==> config.mk <==
export PLATFORM = sky130hd
export DESIGN_NAME = quadrature_decoder_with_period_average
export DESIGN_NICKNAME = d
export VERILOG_FILES = /design/src/sv/qdp_pkg.sv /design/src/sv/qdp_front.sv /design/src/sv/qdp_queue.sv /design/src/sv/qdp_back.sv /design/src/sv/quadrature_decoder_with_period_average.sv
export SDC_FILE = /design/constraint.sdc
export NUM_CORES = 1
export LEC_CHECK = 0
export BUFFER_PORTS_ARGS = -buffer_cell sky130_fd_sc_hd__buf_2
export CORE_MARGIN = 10
export CORE_UTILIZATION = 55
export CTS_CLUSTER_SIZE = 24
export DETAILED_ROUTE_END_ITERATION = 12
export GPL_TIMING_DRIVEN = 0
export PLACE_DENSITY = 0.73
export SYNTH_ARGS = -nofsm -noshare
export SYNTH_HDL_FRONTEND = slang
export SYNTH_SLANG_ARGS = --single-unit
==> constraint.sdc <==
create_clock -name clk -period 7.8 [get_ports clk]
set_input_delay 0.39 -clock clk [delete_from_list [all_inputs] [get_ports clk]]
set_output_delay 0.39 -clock clk [all_outputs]
set_load 0.02 [all_outputs]
==> src/sv/qdp_pkg.sv <==
// Shared types and constants for the quadrature decoder with period average.
// Used by qdp_front, qdp_queue, qdp_back and the top level.
package qdp_pkg;

    // Result status codes
    localparam logic [1:0] ST_COUNTED  = 2'd0;
    localparam logic [1:0] ST_LEARNING = 2'd1;
    localparam logic [1:0] ST_IGNORED  = 2'd2;

    // Direction codes (signed two-bit step)
    localparam logic [1:0] DIR_NONE = 2'b00;
    localparam logic [1:0] DIR_FWD  = 2'b01;
    localparam logic [1:0] DIR_REV  = 2'b11;

    // Field widths
    localparam int TS_W  = 64;
    localparam int POS_W = 32;

    // Averaging window; must be a power of two so the divide is a shift
    localparam int AVG_SHIFT = 3;
    localparam int AVG_LEN   = 1 << AVG_SHIFT;
    // Width that holds avg * (AVG_LEN - 1) + interval without overflow
    localparam int BLEND_W   = TS_W + AVG_SHIFT + 1;

    // Queue between front and back
    localparam int QUEUE_DEPTH = 2;
    localparam int QPTR_W      = (QUEUE_DEPTH > 1) ? $clog2(QUEUE_DEPTH) : 1;
    localparam int QCNT_W      = $clog2(QUEUE_DEPTH + 1);

    // Classified event handed from front to back
    typedef struct packed {
        logic [1:0]      status;
        logic            step_up;
        logic            do_avg;
        logic [TS_W-1:0] ts;
        logic [TS_W-1:0] interval;
    } qdp_item_t;

endpackage

==> src/sv/qdp_front.sv <==
// Front end: accepts edge transactions, tracks line levels, classifies events
// and forms the A-rise interval. Depends on qdp_pkg.
module qdp_front
    import qdp_pkg::*;
(
    input  logic            clk,
    input  logic            rst_n,
    input  logic            accept,
    input  logic            channel,
    input  logic            rising,
    input  logic [TS_W-1:0] timestamp,
    output qdp_item_t       item
);

    logic            a_known_reg, a_known_next;
    logic            b_known_reg, b_known_next;
    logic            level_a_reg, level_a_next;
    logic            level_b_reg, level_b_next;
    logic            rise_seen_reg, rise_seen_next;
    logic [TS_W-1:0] rise_time_reg, rise_time_next;

    // Classification and level tracking
    always_comb
    begin
        a_known_next   = a_known_reg;
        b_known_next   = b_known_reg;
        level_a_next   = level_a_reg;
        level_b_next   = level_b_reg;
        rise_seen_next = rise_seen_reg;
        rise_time_next = rise_time_reg;

        item.status   = ST_COUNTED;
        item.step_up  = 1'b0;
        item.do_avg   = 1'b0;
        item.ts       = timestamp;
        item.interval = timestamp - rise_time_reg;

        if (!(a_known_reg && b_known_reg))
        begin
            // still learning the line levels
            item.status = ST_LEARNING;
            if (channel)
            begin
                level_b_next = rising;
                b_known_next = 1'b1;
            end
            else
            begin
                level_a_next = rising;
                a_known_next = 1'b1;
            end
        end
        else if (channel ? (level_b_reg == rising) : (level_a_reg == rising))
        begin
            // edge to the level already held
            item.status = ST_IGNORED;
        end
        else
        begin
            if (channel)
            begin
                level_b_next = rising;
                item.step_up = (rising == level_a_reg);
            end
            else
            begin
                level_a_next = rising;
                item.step_up = (rising != level_b_reg);
                if (rising)
                begin
                    item.do_avg    = rise_seen_reg;
                    rise_seen_next = 1'b1;
                    rise_time_next = timestamp;
                end
            end
        end
    end

    // State update on each accepted transaction
    always_ff @(posedge clk or negedge rst_n)
    begin
        if (!rst_n)
        begin
            a_known_reg   <= 1'b0;
            b_known_reg   <= 1'b0;
            level_a_reg   <= 1'b0;
            level_b_reg   <= 1'b0;
            rise_seen_reg <= 1'b0;
            rise_time_reg <= '0;
        end
        else if (accept)
        begin
            a_known_reg   <= a_known_next;
            b_known_reg   <= b_known_next;
            level_a_reg   <= level_a_next;
            level_b_reg   <= level_b_next;
            rise_seen_reg <= rise_seen_next;
            rise_time_reg <= rise_time_next;
        end
    end

endmodule

==> src/sv/qdp_queue.sv <==
// Short register queue carrying classified events from front to back.
// Depends on qdp_pkg.
module qdp_queue
    import qdp_pkg::*;
(
    input  logic      clk,
    input  logic      rst_n,
    input  logic      push,
    input  qdp_item_t push_item,
    output logic      full,
    input  logic      pop,
    output qdp_item_t pop_item,
    output logic      empty
);

    qdp_item_t         mem [QUEUE_DEPTH];
    logic [QPTR_W-1:0] wr_ptr_reg, wr_ptr_next;
    logic [QPTR_W-1:0] rd_ptr_reg, rd_ptr_next;
    logic [QCNT_W-1:0] count_reg, count_next;

    assign full     = (count_reg == QCNT_W'(QUEUE_DEPTH));
    assign empty    = (count_reg == '0);
    assign pop_item = mem[rd_ptr_reg];

    // Pointer and fill count
    always_comb
    begin
        wr_ptr_next = wr_ptr_reg;
        rd_ptr_next = rd_ptr_reg;
        if (push)
        begin
            wr_ptr_next = (wr_ptr_reg == QPTR_W'(QUEUE_DEPTH - 1)) ? '0 : wr_ptr_reg + 1'b1;
        end
        if (pop)
        begin
            rd_ptr_next = (rd_ptr_reg == QPTR_W'(QUEUE_DEPTH - 1)) ? '0 : rd_ptr_reg + 1'b1;
        end
        count_next = count_reg + QCNT_W'(push) - QCNT_W'(pop);
    end

    always_ff @(posedge clk or negedge rst_n)
    begin
        if (!rst_n)
        begin
            wr_ptr_reg <= '0;
            rd_ptr_reg <= '0;
            count_reg  <= '0;
        end
        else
        begin
            wr_ptr_reg <= wr_ptr_next;
            rd_ptr_reg <= rd_ptr_next;
            count_reg  <= count_next;
        end
    end

    // Storage
    always_ff @(posedge clk)
    begin
        if (push)
        begin
            mem[wr_ptr_reg] <= push_item;
        end
    end

endmodule

==> src/sv/qdp_back.sv <==
// Back end: applies counted events to position, direction, time and the
// running period average, and holds the result register. Depends on qdp_pkg.
module qdp_back
    import qdp_pkg::*;
(
    input  logic             clk,
    input  logic             rst_n,
    input  logic             empty,
    input  qdp_item_t        item,
    output logic             pop,
    output logic             out_valid,
    input  logic             out_stall,
    output logic [1:0]       status,
    output logic [POS_W-1:0] position,
    output logic [1:0]       direction,
    output logic [TS_W-1:0]  period_average,
    output logic [TS_W-1:0]  last_count_time
);

    logic [POS_W-1:0]   count_reg, count_next;
    logic [1:0]         step_reg, step_next;
    logic [TS_W-1:0]    ctime_reg, ctime_next;
    logic [TS_W-1:0]    avg_reg, avg_next;
    logic [BLEND_W-1:0] blend_sum;
    logic               valid_reg;
    logic [1:0]         status_reg;
    logic [POS_W-1:0]   pos_reg;
    logic [1:0]         dir_reg;
    logic [TS_W-1:0]    pavg_reg;
    logic [TS_W-1:0]    ltime_reg;

    // Take the next event whenever the result register is free or draining
    assign pop = !empty && (!valid_reg || !out_stall);

    // avg * (AVG_LEN - 1) + interval, then divide by AVG_LEN
    assign blend_sum = (BLEND_W'(avg_reg) << AVG_SHIFT) - BLEND_W'(avg_reg)
                     + BLEND_W'(item.interval);

    // Event execution
    always_comb
    begin
        count_next = count_reg;
        step_next  = step_reg;
        ctime_next = ctime_reg;
        avg_next   = avg_reg;
        if (item.status == ST_COUNTED)
        begin
            step_next  = item.step_up ? DIR_FWD : DIR_REV;
            count_next = item.step_up ? count_reg + 1'b1 : count_reg - 1'b1;
            ctime_next = item.ts;
            if (item.do_avg)
            begin
                avg_next = (avg_reg == '0) ? item.interval
                                           : blend_sum[AVG_SHIFT +: TS_W];
            end
        end
    end

    // Held state
    always_ff @(posedge clk or negedge rst_n)
    begin
        if (!rst_n)
        begin
            count_reg <= '0;
            step_reg  <= DIR_NONE;
            ctime_reg <= '0;
            avg_reg   <= '0;
            valid_reg <= 1'b0;
        end
        else
        begin
            if (pop)
            begin
                count_reg <= count_next;
                step_reg  <= step_next;
                ctime_reg <= ctime_next;
                avg_reg   <= avg_next;
                valid_reg <= 1'b1;
            end
            else if (!out_stall)
            begin
                valid_reg <= 1'b0;
            end
        end
    end

    // Result payload
    always_ff @(posedge clk)
    begin
        if (pop)
        begin
            status_reg <= item.status;
            pos_reg    <= count_next;
            dir_reg    <= step_next;
            pavg_reg   <= avg_next;
            ltime_reg  <= ctime_next;
        end
    end

    assign out_valid       = valid_reg;
    assign status          = status_reg;
    assign position        = pos_reg;
    assign direction       = dir_reg;
    assign period_average  = pavg_reg;
    assign last_count_time = ltime_reg;

endmodule

==> src/sv/quadrature_decoder_with_period_average.sv <==
// Quadrature x4 decoder with running average of the channel A period.
// Input channel: in_valid / in_stall carrying channel, rising, timestamp; one
// transaction per encoder edge. Output channel: out_valid / out_stall carrying
// status, position, direction, period_average, last_count_time; exactly one
// result transaction per input transaction, in order.
// Throughput: one edge per cycle while in_stall is low. The front classifies an
// edge in the cycle it is accepted; the back updates position and the average
// (shift-and-subtract blend over the window of qdp_pkg::AVG_LEN) for each event it takes.
// Path: an accepted edge is written into the front-to-back queue and then into
// the result register, which raises out_valid; a stalled result or earlier
// queued events keep it waiting in the queue.
// Reset: all levels become unknown, position, direction, time and average go
// to zero, the queue and result register empty.
// Stall: a stalled result holds; the back stops, the two-entry queue fills
// and in_stall rises once it is full, so no transaction is lost.
// Depends on qdp_pkg, qdp_front, qdp_queue, qdp_back.
module quadrature_decoder_with_period_average
    import qdp_pkg::*;
(
    input  logic                    clk,
    input  logic                    rst_n,
    input  logic                    in_valid,
    output logic                    in_stall,
    input  logic                    channel,
    input  logic                    rising,
    input  logic [TS_W-1:0]         timestamp,
    output logic                    out_valid,
    input  logic                    out_stall,
    output logic [1:0]              status,
    output logic signed [POS_W-1:0] position,
    output logic signed [1:0]       direction,
    output logic [TS_W-1:0]         period_average,
    output logic [TS_W-1:0]         last_count_time
);

    logic      accept;
    logic      q_full;
    logic      q_empty;
    logic      q_pop;
    qdp_item_t front_item;
    qdp_item_t back_item;
    logic [POS_W-1:0] pos_u;
    logic [1:0]       dir_u;

    assign in_stall = q_full;
    assign accept   = in_valid && !q_full;

    // Edge classification
    qdp_front u_front (
        .clk       (clk),
        .rst_n     (rst_n),
        .accept    (accept),
        .channel   (channel),
        .rising    (rising),
        .timestamp (timestamp),
        .item      (front_item)
    );

    // Decoupling queue
    qdp_queue u_queue (
        .clk       (clk),
        .rst_n     (rst_n),
        .push      (accept),
        .push_item (front_item),
        .full      (q_full),
        .pop       (q_pop),
        .pop_item  (back_item),
        .empty     (q_empty)
    );

    // Counting, averaging and result register
    qdp_back u_back (
        .clk             (clk),
        .rst_n           (rst_n),
        .empty           (q_empty),
        .item            (back_item),
        .pop             (q_pop),
        .out_valid       (out_valid),
        .out_stall       (out_stall),
        .status          (status),
        .position        (pos_u),
        .direction       (dir_u),
        .period_average  (period_average),
        .last_count_time (last_count_time)
    );

    assign position  = signed'(pos_u);
    assign direction = signed'(dir_u);

    // A result never carries an unused status code
    assert property (@(posedge clk) disable iff (!rst_n)
        out_valid |-> (status == ST_COUNTED || status == ST_LEARNING ||
                       status == ST_IGNORED))
        else $error("invalid status code on result");

    // A counted event always leaves a nonzero direction
    assert property (@(posedge clk) disable iff (!rst_n)
        (out_valid && status == ST_COUNTED) |-> (dir_u != DIR_NONE))
        else $error("counted event without direction");

    // No direction yet means nothing has been counted
    assert property (@(posedge clk) disable iff (!rst_n)
        (out_valid && dir_u == DIR_NONE) |-> (pos_u == '0 && last_count_time == '0))
        else $error("position or time moved before any counted event");

    // Learning results only occur before any counting
    assert property (@(posedge clk) disable iff (!rst_n)
        (out_valid && status == ST_LEARNING) |-> (dir_u == DIR_NONE && period_average == '0))
        else $error("learning result after counting started");

endmodule

# After elaboration in Yosys (flattened, before gate mapping)
# Memories as Yosys holds them, arrays and structs flattened.
# Cells that the tools add are included.
# totals
mem_bits_rw,264
latchBits,0
mem_bits_ro,0
elab_cells,82
register_bits,400
out_inout_bits,166
mem_count,1
# memory_table
memory,depth,width,read_ports,rd_clocked_by_memory_dff,wr,line,rtl
u_queue.mem,2,132,1,0,1,qdp_queue.sv:16,qdp_item_t mem [QUEUE_DEPTH];
# classes
n_eq_ne,7
n_lt_le_gt_ge,0
n_shift,0
n_mul,0
n_reduce_logical,15
bitwise,3
div,0
add_sub_neg,9
mux,28
# ops
operator,count
two-way mux 64 bit,4
adder 67 x 64 -> 67 bit,1
subtractor 67 x 64 -> 67 bit,1
zero test 64 bit,1
two-way mux 32 bit,2
subtractor 64 bit,1
adder 32 x 1 -> 32 bit (second input constant),1
subtractor 32 x 1 -> 32 bit (second input constant),1
two-way mux 1 bit,16
two-way mux 2 bit,6
AND reduction 3 bit,2
AND reduction 5 bit,1
zero test 1 bit,4
zero test 2 bit,2
== test 1 bit,3
logical AND 1 bit,3
inverter 1 bit,3
adder 1 bit (second input constant),2
adder 2 x 1 -> 2 bit,1
== test 2 bit (second input constant),1
!= test 2 x 1 -> 1 bit (second input constant),1
!= test 2 bit (second input constant),1
AND reduction 2 bit,1
subtractor 2 x 1 -> 2 bit,1
2 further kinds,2

# Logic depth before layout (Yosys ltp)
# Gate-level depths: netlist of run 1.
# depth
word_depth,5
mapped_depth,18
mapped_depth_nobuf,14

# Modules after synthesis
# A second synthesis of run 1 with hierarchy kept.
# unflattened
cells_unflattened,3785
area_unflattened_um2,38206.6
# modules_own_cells
mod,instances,seq_area_each_um2,area_each_um2,cells_per_inst
qdp_back,1,9003.6,21214.1,2450
qdp_queue,1,8027.7,10004.6,426
qdp_front,1,1726.7,6974.2,908
quadrature_decoder_with_period_average,1,0.0,13.8,1

# Worst setup path after synthesis of run 1
# No wires, ideal clock.
# synth_timing
kind,reg-to-reg
startpoint,"register u_back.valid_reg, in the netlist u_back.out_valid"
endpoint,register u_queue.count_reg[1]
n_path_buf,1
slack_ns,0.839
required_ns,7.720
t_arrival_ns,6.881
setup_time_ns,0.080
path_stages_with_launch,10
path_cell_list,dfrtp_1 -> nand2_1 -> o21ai_0 -> inv_2 -> buf_1 -> ha_1 -> inv_1 -> ha_1 -> xnor2_1 -> xnor2_1
# synth_via
elab_chain_len,4
# synth_lines
item,line,rtl
from (decl),qdp_back.sv:25,logic valid_reg;
from (signal assigned),qdp_back.sv:68,valid_reg <= 1'b0;
from (signal assigned),qdp_back.sv:78,valid_reg <= 1'b1;
from (signal assigned),qdp_back.sv:82,valid_reg <= 1'b0;
zero test 1 bit,qdp_back.sv:33,assign pop = !empty && (!valid_reg || !out_stall);
logical OR 1 bit,qdp_back.sv:33,
logical AND 1 bit,qdp_back.sv:33,
net q_pop,quadrature_decoder_with_period_average.sv:39,logic q_pop;
subtractor 2 x 1 -> 2 bit,qdp_queue.sv:38,count_next = count_reg + QCNT_W'(push) - QCNT_W'(pop);
net u_queue.count_next[1],qdp_queue.sv:19,"logic [QCNT_W-1:0] count_reg, count_next;"
to (signal assigned),qdp_queue.sv:53,count_reg <= count_next;
to (decl),qdp_queue.sv:19,
# The timed path passes the listed nets, and every way through them passes these cells.
# A chain may end at the register's enable or synchronous reset.

# Worst setup path in the final report of run 1
# layout_timing
startpoint,register u_queue.rd_ptr_reg
endpoint,"register u_back.pavg_reg[62], in the netlist u_back.period_average[62], data pin"
# layout_via
elab_chain_len,5
# layout_lines
item,line,rtl
from (decl),qdp_queue.sv:18,"logic [QPTR_W-1:0] rd_ptr_reg, rd_ptr_next;"
from (signal assigned),qdp_queue.sv:52,rd_ptr_reg <= rd_ptr_next;
memory read (2 x 132 bit) (*),--,
adder 67 x 64 -> 67 bit,qdp_back.sv:37,+ BLEND_W'(item.interval);
two-way mux 64 bit,qdp_back.sv:53,avg_next = (avg_reg == '0) ? item.interval
two-way mux 64 bit,qdp_back.sv:51,if (item.do_avg)
two-way mux 64 bit (*),qdp_back.sv:46,if (item.status == ST_COUNTED)
net u_back.avg_next[62],qdp_back.sv:23,"logic [TS_W-1:0] avg_reg, avg_next;"
to (signal assigned),qdp_back.sv:95,pavg_reg <= avg_next;
to (decl),qdp_back.sv:29,logic [TS_W-1:0] pavg_reg;
# Mark *: on every way through the listed nets, which the timed path passes. The rest lies on a longest branch.

==> results of run 1 <==
==> cells by family after synthesis <==
group / after synthesis / synth area share
adder cells (fa/ha/maj): 225 / 0.09022
AO/OA/AOI/OAI: 905 / 0.1488
XOR/XNOR: 150 / 0.03605
buffers and inverters: 452 / 0.04689
AND/OR/NAND/NOR: 855 / 0.1036
multiplexers: 209 / 0.05973
flip-flops: 664 / 0.5147
==> critical path: cells and delay by family, from the launching register on <==
kind                     cells  cell delay [ns]
AO/OA/AOI/OAI                7             2.33
adder cells (fa/ha/maj)      2             0.66
buffers and inverters        5             1.97
flip-flops                   1             0.33
multiplexers                 1             0.72
AND/OR/NAND/NOR              3             1.12
==> cell type report <==
type | instances | area (um2)
plain buffers | 157 | 603.1
multi-input cells | 2344 | 15990
flip-flops and latches | 664 | 18760
well taps | 864 | 1081
fillers | 5241 | 23680
repair buffers | 307 | 2079
inverters | 295 | 1107
clock buffers | 99 | 1932
clock inverters | 32 | 506.7
==> cell usage in the layout, fill, tap and decap left out, types with 8 or more instances in the layout <==
cell type	netlist	layout
mux2_2	68	68
nor3_1	52	52
nor2b_1	14	14
dfrtp_1	236	236
mux2i_1	141	141
o21a_1	22	22
buf_12	0	8
edfxtp_1	428	428
nor4_1	19	19
nand4_1	46	46
and3_1	23	22
inv_1	294	294
xnor2_1	97	97
clkbuf_16	0	71
and4_1	9	9
xor2_1	53	53
o21ai_0	353	353
o31ai_1	17	17
buf_2	7	242
a31oi_1	16	16
a21oi_1	241	241
fa_1	63	63
buf_1	10	9
o21ai_1	8	8
ha_1	162	162
a21o_1	92	92
or3_1	13	13
o21bai_1	39	39
clkinv_2	0	10
nand2b_1	16	16
bufinv_16	0	8
clkbuf_1	139	162
nand3_1	34	34
o211ai_1	16	16
nor2_1	144	142
nand2_1	459	459
dlygate4sd3_1	0	58
a211oi_1	20	20
==> path summary, 6_finish.rpt <==
kind                                          start                   endpoint  slack (ns)  cells past startpoint
min in group asynchronous                     rst_n       u_back.count_reg[17]        0.20                      2
worst max-delay path             u_queue.rd_ptr_reg  u_back.period_average[62]        0.35                     18
worst min-delay path                  timestamp[59]        u_queue.mem[1][123]        0.02                      1
worst min register to register  u_front.a_known_reg        u_front.a_known_reg        0.47                      1
worst max register to register   u_queue.rd_ptr_reg  u_back.period_average[62]        0.35                     18
max in group asynchronous                     rst_n         u_back.avg_reg[53]        6.66                      3
==> routing by layer <==
metal  global-route usage  part of all wire  vias up
met5                    0                 0        -
met4               0.1109             0.042        0
met3              0.03726             0.066      192
met2               0.4236              0.48      979
met1               0.3330              0.42    13620
li1                     -                 -    13070
==> per-stage QoR <==
step	util	instance area [um2]	setup TNS (ns)	hold slack (ns)
floorplan	-	36450	0	0.09441
global placement	0.5887	38700	-553.05	0.4427
detailed placement	0.5938	39040	0	0.2698
CTS	0.6398	42060	0	0.001593
global route	0.6398	42060	0	0.02666
finish	0.6398	42060	0	0.02375
==> timing repair <==
item | in CTS | in global routing
endpoints found under the hold margin | 141 | 0
hold buffers | 58 | 0
setup buffers | 0 | 0
resized for setup | 0 | 0
endpoints found under the setup margin | 0 | 0
==> results.py, run 1 <==
metrics = {
    "routing": {
        "viasPerCell": 5.850,
        "drt_iter0_drc": 2475,
        "drc": 0,
        "wire_per_inst_um": 21.22,
        "totalWireLength_mm": 101.1,
        "vias": 27860,
        "dr.pass1.iters": 5,
        "antenna_left": 0,
    },
    "synth": {
        "synth_top_area_cell": "edfxtp_1",
        "synth_top_area_frac": 0.3526,
        "yosysUniqueCellTypes": 81,
        "syn-num-nets": 3755,
        "synth_common_cells": "nand2_1 (459), edfxtp_1 (428), o21ai_0 (353)",
        "ys_top_cells_by_area": "edfxtp_1 (35%), dfrtp_1 (16%), ha_1 (5.6%)",
        "async_flop_share": 0.3554,
        "synth-main-ff-cell": "edfxtp_1",
        "synth-seq-cells": 664,
        "synth-edff-count": 428,
        "avgSynthCellArea_um2": 10.53,
        "synth-seq-area-share": 0.5147,
        "syn_area_um2": 36450,
        "yosysMostFrequentCell": "nand2_1",
        "synthCells": 3460,
        "yosysWarningCount": 0,
    },
    "layout": {
        "largest_reg_flops": 264,
        "areaGrowthSynthToFinish_pct": 15.41,
        "fin_cells": 4762,
        "drive_above_1_share": 0.1180,
        "top_register": "u_queue.mem",
        "nets": 4135,
        "num_antenna_cells": 0,
    },
    "worst_setup_path": {
        "cp-start-kind": "flop",
        "criticalPathCategory": "reg2reg",
        "cpPeakStageDelay_ns": 0.78,
        "worstPathCellList": "buf_4 -> clkbuf_1 -> clkbuf_1 -> mux2i_1 -> fa_1 -> inv_1 -> ha_1 -> clkbuf_1 -> nand4_1 -> nor4_1 -> nand4_1 -> o21ai_0 -> o211ai_1 -> a2111oi_2 -> o21ai_0 -> a21o_1 -> a31oi_1 -> a21oi_1",
        "crit_arrival_ns": 7.78,
        "cp_max_fo": 10,
        "cp_slowest_cell": "clkbuf_1",
        "crit_top_cell": "clkbuf_1",
        "worstSetupEndpointType": "flop",
        "worstPathRequired_ns": 8.13,
    },
    "min_path": {
        "hold_path_class": "in2reg",
    },
    "global_routing": {
        "overflow": 0,
        "grt_antenna_before_repair": 0,
        "grtUsageTotal": 0.2565,
        "grt_pass1_vias": 27290,
        "grt_start_max_net_pins": 108,
        "grt_first_pass_wirelength_mm": 155.8,
    },
    "clocking": {
        "clock_latency_ns": 0.63,
        "clockBufferDepth": 3,
        "cts_made_buffers": 71,
        "clkTransAtPathRegs_ns": 0.06,
        "clock_sinks": 664,
        "cts_tree": "done",
        "cts_root_buf": "clkbuf_16",
        "htree_levels": 3,
    },
    "floorplanning": {
        "core_area_um2": 65750,
        "io_pins": 236,
        "dieArea_um2": 76960,
        "start_util": 0.5544,
        "chipWidth_um": 277.4,
        "rows": 94,
        "die_h_um": 277.4,
    },
    "place": {
        "place_inst": 4573,
        "dpl.hpwl_mm": 75.42,
        "io_buffer_count": 235,
        "gp_congestion": 0.9591,
        "place_ws_ns": 0.6022,
    },
    "sta": {
        "fmax_ghz": 0.1343,
        "relSlewSlack": 0.1724,
        "setup_slack_ns": 0.3524,
        "period_needed_ns": 7.448,
        "timing_hold_violations_final": 0,
        "worst_slew_pin_slew_ns": 1.228,
        "drv_slew": 0,
        "period_share": 0.9548,
        "setup_violations": 0,
        "rsz0062_at_grt": "false",
        "skew_ns": 0.03561,
    },
    "run_status": {
        "status": "complete, no violations",
    },
    "run": {
        "cap_violations": 0,
    },
}
Power of run 1 is left out: the tool's default activity adds up to more than one toggle a clock period on the data nets, which glitch-free logic cannot reach.
==> inputs of run 2 (changes only) <==
--- a/config.mk
+++ b/config.mk
@@ -6,12 +6,14 @@
 export NUM_CORES = 1
 export LEC_CHECK = 0
 export BUFFER_PORTS_ARGS = -buffer_cell sky130_fd_sc_hd__buf_2
+export CELL_PAD_IN_SITES_DETAIL_PLACEMENT = 1
+export CELL_PAD_IN_SITES_GLOBAL_PLACEMENT = 1
 export CORE_MARGIN = 10
-export CORE_UTILIZATION = 55
+export CORE_UTILIZATION = 49
 export CTS_CLUSTER_SIZE = 24
 export DETAILED_ROUTE_END_ITERATION = 12
 export GPL_TIMING_DRIVEN = 0
-export PLACE_DENSITY = 0.73
+export PLACE_DENSITY_LB_ADDON = 0.1
 export SYNTH_ARGS = -nofsm -noshare
 export SYNTH_HDL_FRONTEND = slang
 export SYNTH_SLANG_ARGS = --single-unit
==> run 2 against run 1 <==
Against the previous run: clock skew about the same; worst hold slack better by 0.0020 ns; first-iteration DRC count down 20%; wire length up 23%; core utilization down 6.6 points; global-route usage up 3.0 points; count of clock-buffer cells in the layout up 1; critical path depth unchanged; highest routed layer is now met5; sequential share of layout area about the same.
==> results.py, run 2 (synthesis results as in run 1) <==
metrics = {
    "layout": {
        "final_area_um2": 42040,
        "areaGrowthSynthToFinish_pct": 15.35,
        "final_util": 0.5733,
        "largest_reg_flops": 264,
        "layout_commonest_cell": "nand2_1",
        "drive_above_1_share": 0.1196,
        "fill_cells": 8001,
        "most-common-layout-cells": "nand2_1 (459), edfxtp_1 (428), o21ai_0 (352), inv_1 (294), buf_2 (242)",
        "top_register": "u_queue.mem",
        "multiInputGateArea_um2": 15990,
        "seq_area_um2": 18760,
        "nets": 4123,
    },
    "clocking": {
        "cts_tree": "done",
        "cts_root_buf": "clkbuf_16",
        "htree_levels": 3,
        "clockBufferDepth": 3,
        "clock_sinks": 664,
        "clock_latency_ns": 0.65,
        "clkTransAtPathRegs_ns": 0.06,
        "cts_setup_buffers": 0,
        "cts_made_buffers": 75,
    },
    "sta": {
        "holdWs_ns": 0.02580,
        "worst_slew_pin_slew_ns": 1.289,
        "timing_hold_violations_final": 0,
        "fmax_ghz": 0.1333,
        "relSlewSlack": 0.1372,
        "setup_violations": 0,
        "drv_slew": 0,
        "period_needed_ns": 7.500,
        "period_share": 0.9615,
        "rsz0062_at_grt": "false",
        "skew_ns": 0.03607,
        "setup_slack_ns": 0.3004,
    },
    "run": {
        "cap_violations": 0,
    },
    "worst_setup_path": {
        "cp_slowest_cell": "nor4_1",
        "worstPathCellList": "buf_4 -> clkbuf_1 -> clkbuf_1 -> mux2i_1 -> fa_1 -> inv_1 -> ha_1 -> clkbuf_1 -> nand4_1 -> nor4_1 -> nand4_1 -> o21ai_1 -> o211ai_1 -> a2111oi_2 -> o21ai_0 -> a21o_1 -> a31oi_1 -> a21oi_1",
        "cp-start-kind": "flop",
        "cpPeakStageDelay_ns": 0.81,
        "worstPathRequired_ns": 8.16,
        "criticalPathCategory": "reg2reg",
        "crit_arrival_ns": 7.86,
        "worstSetupEndpointType": "flop",
        "crit_top_cell": "clkbuf_1",
        "cp_max_fo": 10,
    },
    "min_path": {
        "hold_path_class": "in2reg",
    },
    "routing": {
        "vias": 28730,
        "wire_per_inst_um": 25.74,
        "antenna_left": 0,
        "totalWireLength_mm": 124.8,
        "drc": 0,
        "dr.pass1.iters": 5,
        "viasPerCell": 5.924,
        "drt_iter0_drc": 1972,
    },
    "global_routing": {
        "grt_pass1_vias": 30930,
        "grt_start_max_net_pins": 104,
        "overflow": 0,
        "grtUsageTotal": 0.2868,
        "grt_antenna_before_repair": 4,
        "grt_first_pass_wirelength_mm": 190.5,
    },
    "floorplanning": {
        "start_util": 0.4970,
        "dieArea_um2": 85690,
        "die_h_um": 292.7,
        "rows": 99,
        "chipWidth_um": 292.7,
        "io_pins": 236,
        "core_area_um2": 73330,
    },
    "place": {
        "dpl.hpwl_mm": 92.74,
        "gp_congestion": 0.9404,
        "io_buffer_count": 235,
        "place_ws_ns": 0.2063,
        "placed_area_um2": 39120,
    },
    "run_status": {
        "status": "complete, no violations",
    },
}
[run 2: changes by cell type in the layout (fill, tap and decap cells not counted), sizes merged]
cell	change
clkinvlp	+4
inv	+5
buf	-2
clkbuf	+1
clkinv	+1
dlygate4sd3	-14
bufinv	-4
diode	+1
[run 2: layout make-up]
| class | instances | share of cell area |
|---|---|---|
| Sequential cell | 664 | 0.4462 |
| Multi-Input combinational cell | 2344 | 0.3804 |
| Clock buffer | 100 | 0.04881 |
| Timing Repair Buffer | 291 | 0.04530 |
| Tap cell | 959 | 0.02854 |
| Inverter | 295 | 0.02634 |
| Buffer | 157 | 0.01434 |
| Clock inverter | 38 | 0.01006 |
| Antenna cell | 1 | 0.00005952 |
[run 2: timing repair]
item                                    in CTS  in global routing
endpoints found under the hold margin      138                  0
endpoints found under the setup margin       0                  6
hold buffers                                44                  0
resized for setup                            0                  1
[run 2: final timing paths]
path                                        from                         to  slack, ns  depth (start not counted)
min in group asynchronous                  rst_n       u_back.count_reg[18]       0.32                          2
max in group asynchronous                  rst_n       u_back.ctime_reg[51]       6.45                          3
hold reg to reg            u_front.rise_seen_reg      u_front.rise_seen_reg       0.46                          1
setup reg to reg              u_queue.rd_ptr_reg  u_back.period_average[58]       0.30                         18
setup / recovery              u_queue.rd_ptr_reg  u_back.period_average[58]       0.30                         18
hold / removal                     timestamp[16]         u_queue.mem[0][80]       0.03                          1
[run 2: stage by stage]
| stage | TNS [ns] | cells |
|---|---|---|
| 3_3_place_gp | -485.08 | 4654 |
| 3_5_place_dp | 0 | 4666 |
| 6_report | 0 | 4849 |
| 5_1_grt | 0 | 4848 |
| 2_1_floorplan | 0 | 3460 |
| 4_1_cts | 0 | 4848 |
[run 2: worst max-delay path: cells and delay by family, from the launching register on]
family	cells	cell delay, ns
buffers and inverters	5	1.79
AO/OA/AOI/OAI	7	2.49
adder cells (fa/ha/maj)	2	0.67
AND/OR/NAND/NOR	3	1.28
flip-flops	1	0.33
multiplexers	1	0.66
[run 2: routing by layer]
layer | vias to the layer above | track usage | wire, um
met2 | 792 | 0.4993 | 61840
met4 | 2 | 0.08676 | 3349
met1 | 14710 | 0.3668 | 53170
met3 | 191 | 0.04055 | 6420
li1 | 13030 | - | -
met5 | - | 0 | 18
Power of run 2 is left out for the same reason.
